File: src/hw/rtl/label_map_compaction_assert.svh
// Assertion macros shared by the label map compaction modules
`ifndef LABEL_MAP_COMPACTION_ASSERT_SVH
`define LABEL_MAP_COMPACTION_ASSERT_SVH

// Same-cycle implication, checked outside reset
`define LMC_ASSERT_NOW(name, ante, cons, msg) \
    name: assert property (@(posedge i_clk) disable iff (!i_rst_n) (ante) |-> (cons)) \
        else $error(msg);

// Next-cycle implication, checked outside reset
`define LMC_ASSERT_NEXT(name, ante, cons, msg) \
    name: assert property (@(posedge i_clk) disable iff (!i_rst_n) (ante) |=> (cons)) \
        else $error(msg);

`endif

File: src/hw/rtl/lmc_pkg.sv
// Types, constants and helpers for the label map compaction block
package lmc_pkg;

    // Largest label that can be surveyed
    localparam int MAX_LABEL = 255;
    // Bits to index a presence bit (labels 1..MAX_LABEL -> 0..MAX_LABEL-1)
    localparam int LAB_W     = $clog2(MAX_LABEL);
    // Bits for a count 0..MAX_LABEL
    localparam int CNT_W     = $clog2(MAX_LABEL + 1);
    // Presence bits are scanned eight at a time
    localparam int GRP_SIZE  = 8;
    localparam int NGRP      = (MAX_LABEL + GRP_SIZE - 1) / GRP_SIZE;
    localparam int GRP_W     = LAB_W - 3;
    localparam int SAT8      = 255;

    // Action codes
    localparam logic [1:0] ACT_CLEAR  = 2'd0;
    localparam logic [1:0] ACT_SURVEY = 2'd1;
    localparam logic [1:0] ACT_MAP    = 2'd2;

    typedef struct packed {
        logic [1:0]  action;
        logic [15:0] label;
    } t_in_beat;

    typedef struct packed {
        logic [7:0] new_label;
        logic [7:0] class_count;
        logic       range_error;
    } t_out_beat;

    // Controller to datapath
    typedef struct packed {
        logic load;       // take the input beat
        logic scan_step;  // add one group of presence bits
        logic out_load;   // write the result into the output register
    } t_lmc_cmd;

    // Datapath to controller
    typedef struct packed {
        logic scan_req;   // incoming beat is a map of a valid label
        logic scan_last;  // current group is the label's group
        logic out_free;   // output register can take a result
    } t_lmc_sts;

    // Clamp a count to eight bits
    function automatic logic [7:0] sat8(input logic [CNT_W-1:0] v);
        if ({1'b0, v} > (CNT_W + 1)'(SAT8)) begin
            return 8'hFF;
        end
        return 8'(v);
    endfunction

    // Ones in one group of presence bits
    function automatic logic [3:0] popcnt8(input logic [GRP_SIZE-1:0] v);
        logic [3:0] n;
        n = '0;
        for (int b = 0; b < GRP_SIZE; b++) begin
            n = n + 4'(v[b]);
        end
        return n;
    endfunction

endpackage

File: src/hw/rtl/lmc_ctrl.sv
// Controller state machine: accept, rank scan, result hand-off
`include "label_map_compaction_assert.svh"

module lmc_ctrl
    import lmc_pkg::*;
(
    input  logic     i_clk,
    input  logic     i_rst_n,
    input  logic     i_in_valid,
    output logic     o_in_stall,
    input  t_lmc_sts i_sts,
    output t_lmc_cmd o_cmd
);

    typedef enum logic [1:0] {
        S_IDLE,
        S_SCAN,
        S_DONE
    } t_state;

    t_state r_state;
    t_state n_state;

    // Input is taken only between items
    assign o_in_stall = (r_state != S_IDLE);

    // Commands and next state
    always_comb begin
        o_cmd   = '0;
        n_state = r_state;
        unique case (r_state)
            S_IDLE: begin
                if (i_in_valid) begin
                    o_cmd.load = 1'b1;
                    n_state    = i_sts.scan_req ? S_SCAN : S_DONE;
                end
            end
            S_SCAN: begin
                o_cmd.scan_step = 1'b1;
                if (i_sts.scan_last) begin
                    n_state = S_DONE;
                end
            end
            S_DONE: begin
                if (i_sts.out_free) begin
                    o_cmd.out_load = 1'b1;
                    n_state        = S_IDLE;
                end
            end
            default: n_state = S_IDLE;
        endcase
    end

    // State register
    always_ff @(posedge i_clk) begin
        if (!i_rst_n) begin
            r_state <= S_IDLE;
        end else begin
            r_state <= n_state;
        end
    end

    `LMC_ASSERT_NOW(a_cmd_onehot, 1'b1, $onehot0(o_cmd), "controller issued two commands at once")
    `LMC_ASSERT_NEXT(a_out_to_idle, o_cmd.out_load, r_state == S_IDLE, "no return to idle")
    `LMC_ASSERT_NEXT(a_load_stalls, o_cmd.load, o_in_stall, "input open during an item")

endmodule

File: src/hw/rtl/lmc_dp.sv
// Datapath: presence bits, class count, rank accumulator, output register
`include "label_map_compaction_assert.svh"

module lmc_dp
    import lmc_pkg::*;
(
    input  logic      i_clk,
    input  logic      i_rst_n,
    input  t_in_beat  i_in,
    input  t_lmc_cmd  i_cmd,
    output t_lmc_sts  o_sts,
    output logic      o_out_valid,
    input  logic      i_out_stall,
    output t_out_beat o_out
);

    localparam int PAD_W = NGRP * GRP_SIZE;

    logic [MAX_LABEL-1:0] r_seen;
    logic [CNT_W-1:0]     r_count;
    logic [1:0]           r_act;
    logic                 r_err;
    logic                 r_lab_ok;
    logic [LAB_W-1:0]     r_idx;
    logic [GRP_W-1:0]     r_grp;
    logic [CNT_W-1:0]     r_acc;
    logic                 r_out_valid;
    t_out_beat            r_out;

    logic                 w_act_lab;
    logic                 w_over;
    logic                 w_lab_ok;
    logic [LAB_W-1:0]     w_idx;
    logic [PAD_W-1:0]     w_seen_pad;
    logic [GRP_W-1:0]     w_last_grp;
    logic [GRP_SIZE-1:0]  w_mask;
    logic [GRP_SIZE-1:0]  w_grp_bits;
    logic [3:0]           w_grp_cnt;

    // Decode the incoming beat
    assign w_act_lab = (i_in.action == ACT_SURVEY) || (i_in.action == ACT_MAP);
    assign w_over    = i_in.label > 16'(MAX_LABEL);
    assign w_lab_ok  = !w_over && (i_in.label != 16'd0);
    assign w_idx     = LAB_W'(i_in.label - 16'd1);

    // Group select for the rank scan
    assign w_seen_pad = PAD_W'(r_seen);
    assign w_last_grp = r_idx[LAB_W-1:3];
    assign w_grp_bits = w_seen_pad[r_grp*GRP_SIZE +: GRP_SIZE];

    always_comb begin
        for (int b = 0; b < GRP_SIZE; b++) begin
            w_mask[b] = (r_grp != w_last_grp) || (3'(b) <= r_idx[2:0]);
        end
    end

    assign w_grp_cnt = popcnt8(w_grp_bits & w_mask);

    // Status to the controller
    assign o_sts.scan_req  = (i_in.action == ACT_MAP) && w_lab_ok;
    assign o_sts.scan_last = (r_grp == w_last_grp);
    assign o_sts.out_free  = !r_out_valid || !i_out_stall;

    // Presence bits and count
    always_ff @(posedge i_clk) begin
        if (!i_rst_n) begin
            r_seen  <= '0;
            r_count <= '0;
        end else if (i_cmd.load) begin
            if (i_in.action == ACT_CLEAR) begin
                r_seen  <= '0;
                r_count <= '0;
            end else if (i_in.action == ACT_SURVEY && w_lab_ok && !r_seen[w_idx]) begin
                r_seen[w_idx] <= 1'b1;
                if (r_count < CNT_W'(MAX_LABEL)) begin
                    r_count <= r_count + CNT_W'(1);
                end
            end
        end
    end

    // Held item and rank accumulator
    always_ff @(posedge i_clk) begin
        if (i_cmd.load) begin
            r_act    <= i_in.action;
            r_err    <= w_act_lab && w_over;
            r_lab_ok <= w_lab_ok;
            r_idx    <= w_idx;
            r_grp    <= '0;
            r_acc    <= '0;
        end else if (i_cmd.scan_step) begin
            r_grp <= r_grp + GRP_W'(1);
            r_acc <= r_acc + CNT_W'(w_grp_cnt);
        end
    end

    // Output register valid
    always_ff @(posedge i_clk) begin
        if (!i_rst_n) begin
            r_out_valid <= 1'b0;
        end else if (i_cmd.out_load) begin
            r_out_valid <= 1'b1;
        end else if (!i_out_stall) begin
            r_out_valid <= 1'b0;
        end
    end

    // Output beat payload
    always_ff @(posedge i_clk) begin
        if (i_cmd.out_load) begin
            r_out.new_label   <= (r_act == ACT_MAP && r_lab_ok && r_seen[r_idx]) ?
                                 sat8(r_acc) : 8'd0;
            r_out.class_count <= sat8(r_count);
            r_out.range_error <= r_err;
        end
    end

    assign o_out_valid = r_out_valid;
    assign o_out       = r_out;

    `LMC_ASSERT_NOW(a_count_match, 1'b1, r_count == CNT_W'($countones(r_seen)),
        "class count disagrees with presence bits")
    `LMC_ASSERT_NOW(a_scan_bound, i_cmd.scan_step, r_grp <= w_last_grp,
        "rank scan ran past the label's group")
    `LMC_ASSERT_NOW(a_out_slot, i_cmd.out_load, !r_out_valid || !i_out_stall,
        "result written over an untaken beat")

endmodule

File: src/hw/rtl/label_map_compaction.sv
// Flow: clear, survey and unused items go from accept straight to the result state; a map
//   item of a valid label first scans G = ((label - 1) >> 3) + 1 groups of eight presence
//   bits, one group a cycle, summing the ones up to the label's own bit. A new item is
//   accepted only once the last one's result has been written into the output register.
// A finished beat may wait in the output register while the next item is accepted.
// Reset (synchronous, active low) clears all presence bits, the count and all valids.
module label_map_compaction
    import lmc_pkg::*;
(
    input  logic      i_clk,
    input  logic      i_rst_n,
    input  logic      i_in_valid,
    output logic      o_in_stall,
    input  t_in_beat  i_in,
    output logic      o_out_valid,
    input  logic      i_out_stall,
    output t_out_beat o_out
);

    t_lmc_cmd w_cmd;
    t_lmc_sts w_sts;

    // Sequencing
    lmc_ctrl u_ctrl (
        .i_clk      (i_clk),
        .i_rst_n    (i_rst_n),
        .i_in_valid (i_in_valid),
        .o_in_stall (o_in_stall),
        .i_sts      (w_sts),
        .o_cmd      (w_cmd)
    );

    // Storage and arithmetic
    lmc_dp u_dp (
        .i_clk       (i_clk),
        .i_rst_n     (i_rst_n),
        .i_in        (i_in),
        .i_cmd       (w_cmd),
        .o_sts       (w_sts),
        .o_out_valid (o_out_valid),
        .i_out_stall (i_out_stall),
        .o_out       (o_out)
    );

endmodule
File: config.mk
export PLATFORM = sky130hd
export DESIGN_NAME = label_map_compaction
export DESIGN_NICKNAME = d
export VERILOG_FILES = /design/src/hw/rtl/lmc_pkg.sv /design/src/hw/rtl/lmc_ctrl.sv /design/src/hw/rtl/lmc_dp.sv /design/src/hw/rtl/label_map_compaction.sv
export VERILOG_INCLUDE_DIRS = /design/src /design/src/hw/rtl
export SDC_FILE = /design/constraint.sdc
export NUM_CORES = 1
export LEC_CHECK = 0
export BUFFER_PORTS_ARGS = -buffer_cell sky130_fd_sc_hd__buf_2
export CAP_MARGIN = 10
export CORE_ASPECT_RATIO = 1.4
export CORE_UTILIZATION = 50
export CTS_CLUSTER_SIZE = 25
export DETAILED_ROUTE_END_ITERATION = 10
export PLACE_DENSITY_LB_ADDON = 0.2
export SLEW_MARGIN = 20
export SYNTH_ARGS = -nofsm -noshare
export SYNTH_HDL_FRONTEND = slang
export SYNTH_SLANG_ARGS = --single-unit
File: constraint.sdc
create_clock -name i_clk -period 6.55 [get_ports i_clk]
set_input_delay 1.6375 -clock i_clk [delete_from_list [all_inputs] [get_ports i_clk]]
set_output_delay 1.6375 -clock i_clk [all_outputs]
set_load 0.02 [all_outputs]
==> flow_summary.yaml <==
sta:
  finalCritPeriodShare: 0.919
  slew_headroom: 0.298
  worst_pin_slew_ns: 1.05
  setup_viol: 0
  rsz0062_at_grt: "no"
  hold_viol: 0
  max_freq_mhz: 166
  tns_ns: 0
  fin_skew_ns: 0.0300
  slew_viol_final: 0
  fin_crit_ns: 6.02
grt:
  first_global_vias: 14200
  grt-ovfl-total: 0
  grt_usage: 0.332
  antenna_found_initial: 2
  grt_pass1_wl_um: 89800
  grt_max_degree: 85
pwr:
  p_per_area_mw_per_mm2: 215
  leakagePower_nw: 6.57
  vdd_drop_max_v: 0.000194
critical_path:
  cp_top_family: "adder cells"
  worstSetupPathType: "flip-flop to flip-flop"
  slowest_stage: "dfxtp_4"
  cp_max_fo: 28
  endpoint_kind: "flip-flop"
  crit_chain: "mux4_2, mux4_2, mux2i_1, a21oi_1, ha_1, inv_1, fa_1, inv_1, fa_1, fa_1, fa_1, inv_1, fa_1, nor2b_1, o21ai_0, a21oi_1, nand3_1, xor2_1, nor2_1"
  cp-start-kind: "flip-flop"
  cpPeakStageDelay_ns: 0.71
  path_buf_inv: 3
  timing.critical_path.arrival_ns: 6.51
  worstPathRequired_ns: 7.04
  cpMostUsedCell: "fa_1"
yosys:
  synth_top_cells_by_area: "dfxtp_1 31%, mux4_2 28%, nor2_1 5.9%, edfxtp_1 4.9%, nand2_1 4.8%"
  async_reset_ff_frac: 0
  synth_edf_count: 29
  synth_area_mm2: 0.0178
  synth_mux_area_frac: 0.294
  synth_top_family_by_area: "multiplexers"
  synth_top_area_cell: "dfxtp_1"
  ys_types: 66
  netlist.area_leader.share: 0.313
  avgSynthCellArea_um2: 10.4
  ys_ff_latch: 308
  synth_compound_area_frac: 0.125
  synth.yosys.seq_area_share: 0.362
  synth-adder-area-share: 0.0175
  synth_top_flop_cell: "dfxtp_1"
  synthSimpleGateAreaFrac: 0.141
  syn_nets: 1766
  yosys_warnings: 0
  synth_xor_area_frac: 0.00982
  synthCells: 1722
die:
  die_area_mm2: 0.0364
  die_y_um: 225
  io_pins: 41
  start_util: 0.509
  die_width_um: 162
  core_mm2: 0.0351
  num_rows: 81
drt:
  viasPerCell: 6.71
  post-route-drc-count: 0
  drtIter0Drc: 1633
  postRouteAntennaNets: 0
  drt_wl_total_um: 59100
  num_vias: 14600
  dr.pass1.iters: 7
  avgRoutedWirePerCell_um: 27.1
layout:
  drive_gt1_frac: 0.258
  final_cells: 2181
  fin_util: 0.552
  finalNetCount: 1742
  area_growth_pct: 8.55
  fill_cells: 3051
clock_tree:
  htree_levels: 1
  clock-sinks: 308
  clk_latency_ns: 0.61
  tritoncts: "done"
  cts_buffers: 31
  cts_resized: 0
  root_buffer: "clkbuf_16"
  cts_setup_buffers: 0
  clk_pin_slew_ns: 0.07
  hold_buffers: 0
  cts_buffer_depth: 3
worst_hold_path:
  worstHoldPathType: "flip-flop to flip-flop"
placement:
  dp_cells: 2121
  post-dp-hpwl_um: 40900
  routabilityCongestion: 0.989
  io_buffers: 40
run_status:
  status: "completed"
job:
  max_cap_viol_count: 0
[cells in the final DEF (no fill, tap or decap), types with 5 or more instances in the layout]
cell type / count
a21oi_1: 155
nor2_1: 280
or3_1: 5
buf_12: 6
nor3_1: 8
o21ai_1: 8
nor2b_1: 5
xnor2_1: 11
ha_1: 16
bufinv_16: 5
clkinv_2: 6
mux4_1: 9
dfxtp_1: 277
edfxtp_1: 29
a22oi_1: 19
mux4_2: 218
nand2b_1: 7
clkbuf_16: 31
and2_1: 26
a22o_1: 8
nand3_1: 14
and3_1: 7
or2_2: 5
o21ai_0: 76
mux2i_1: 8
o21ai_2: 61
inv_1: 23
fa_1: 5
o22ai_1: 7
buf_2: 39
xor2_1: 9
nand2_1: 223
buf_4: 43
[path summary, 6_finish.rpt]
| path | startpoint | slack [ns] | endpoint | cells after the start |
|---|---|---|---|---|
| setup / recovery | u_dp.r_grp[0] | 0.53 | u_dp.r_acc[6] | 19 |
| hold / removal | u_dp.r_err | 0.45 | u_dp.o_out[0] | 0 |
| setup reg to reg | u_dp.r_grp[0] | 0.53 | u_dp.r_acc[6] | 19 |
| hold reg to reg | u_dp.r_err | 0.45 | u_dp.o_out[0] | 0 |
[worst reg2reg max path, delay by kind of cell, from the launching register on]
| kind | cells | cell delay [ns] |
|---|---|---|
| AND/OR/NAND/NOR | 3 | 0.33 |
| AO/OA/AOI/OAI | 3 | 0.42 |
| buffers and inverters | 3 | 0.17 |
| multiplexers | 3 | 1.37 |
| XOR/XNOR | 1 | 0.15 |
| adder cells (fa/ha/maj) | 6 | 2.76 |
| flip-flops | 1 | 0.71 |
[metal layers]
metal | global-route usage | part of all wire | vias to the layer above
li1 | - | - | 6284
met1 | 0.400 | 0.35 | 7198
met2 | 0.536 | 0.48 | 938
met3 | 0.0773 | 0.10 | 203
met4 | 0.208 | 0.069 | 2
met5 | 0 | 0.00020 | -
[cell families after synthesis]
| logic type | count (synthesis) |
|---|---|
| simple gates | 604 |
| compound gates | 363 |
| flops | 308 |
| mux | 237 |
| buf+inv | 168 |
| fa+ha+maj | 22 |
| xor+xnor | 20 |
[final cells by class]
class                      instances  area [µm²]  area share
multi-input combinational       1246       10500       0.543
sequential                       308        6460       0.334
clock buffer                      38         842      0.0435
timing repair buffer              88         638      0.0330
tap                              456         571      0.0295
clock inverter                    20         244      0.0126
inverter                          23        86.3     0.00446
antenna                            2        5.00    0.000258
[registers in the layout (all words and copies together), names as in the netlist]
signal	count
u_dp.r_seen	255
u_dp.r_idx	8
u_dp.r_count	8
u_dp.r_grp	5
u_dp.o_out_valid	1
u_dp.r_act	2
u_dp.r_acc	8
u_dp.r_lab_ok	1
u_dp.r_err	1
u_dp.o_out	17
u_ctrl.r_state	2
[per-stage QoR]
stage	hold WS (ns)	total power (W)	setup WS [ns]	cell area (µm²)
floorplan	0.400	0.00218	0.170	17800
global placement	0.426	0.00228	0.664	18300
detailed placement	0.419	0.00228	0.579	18300
CTS	0.434	0.00417	0.558	19300
global route	0.452	0.00426	0.259	19400
finish	0.446	0.00416	0.529	19400
[cell usage after synthesis, types with 5 or more instances]
cell type and instances:
edfxtp_1 29, nor2b_1 5, buf_4 7, o21ai_1 9, buf_6 8, buf_1 13, clkbuf_1 82, dfxtp_1 279
inv_1 23, and3_1 7, a22oi_1 19, mux4_2 218, mux2i_1 8, o22ai_1 7, nand2b_1 7, nor2_1 281
or3_1 5, and2_1 27, buf_2 21, o21ai_2 60, a22o_1 8, ha_1 17, xor2_1 9, nor3_1 8
a21oi_1 156, o21ai_0 76, buf_12 7, xnor2_1 11, nand3_1 14, mux4_1 9, nand2_1 226, fa_1 5
[where the power goes]
group / internal (W) / leakage (nW) / switching (W)
Clock: 0.00111 / 0.525 / 0.000804
Sequential: 0.00191 / 2.52 / 0.00000759
Combinational: 0.0000921 / 3.53 / 0.000235
Note: power is estimated with default switching activity, not from simulation.
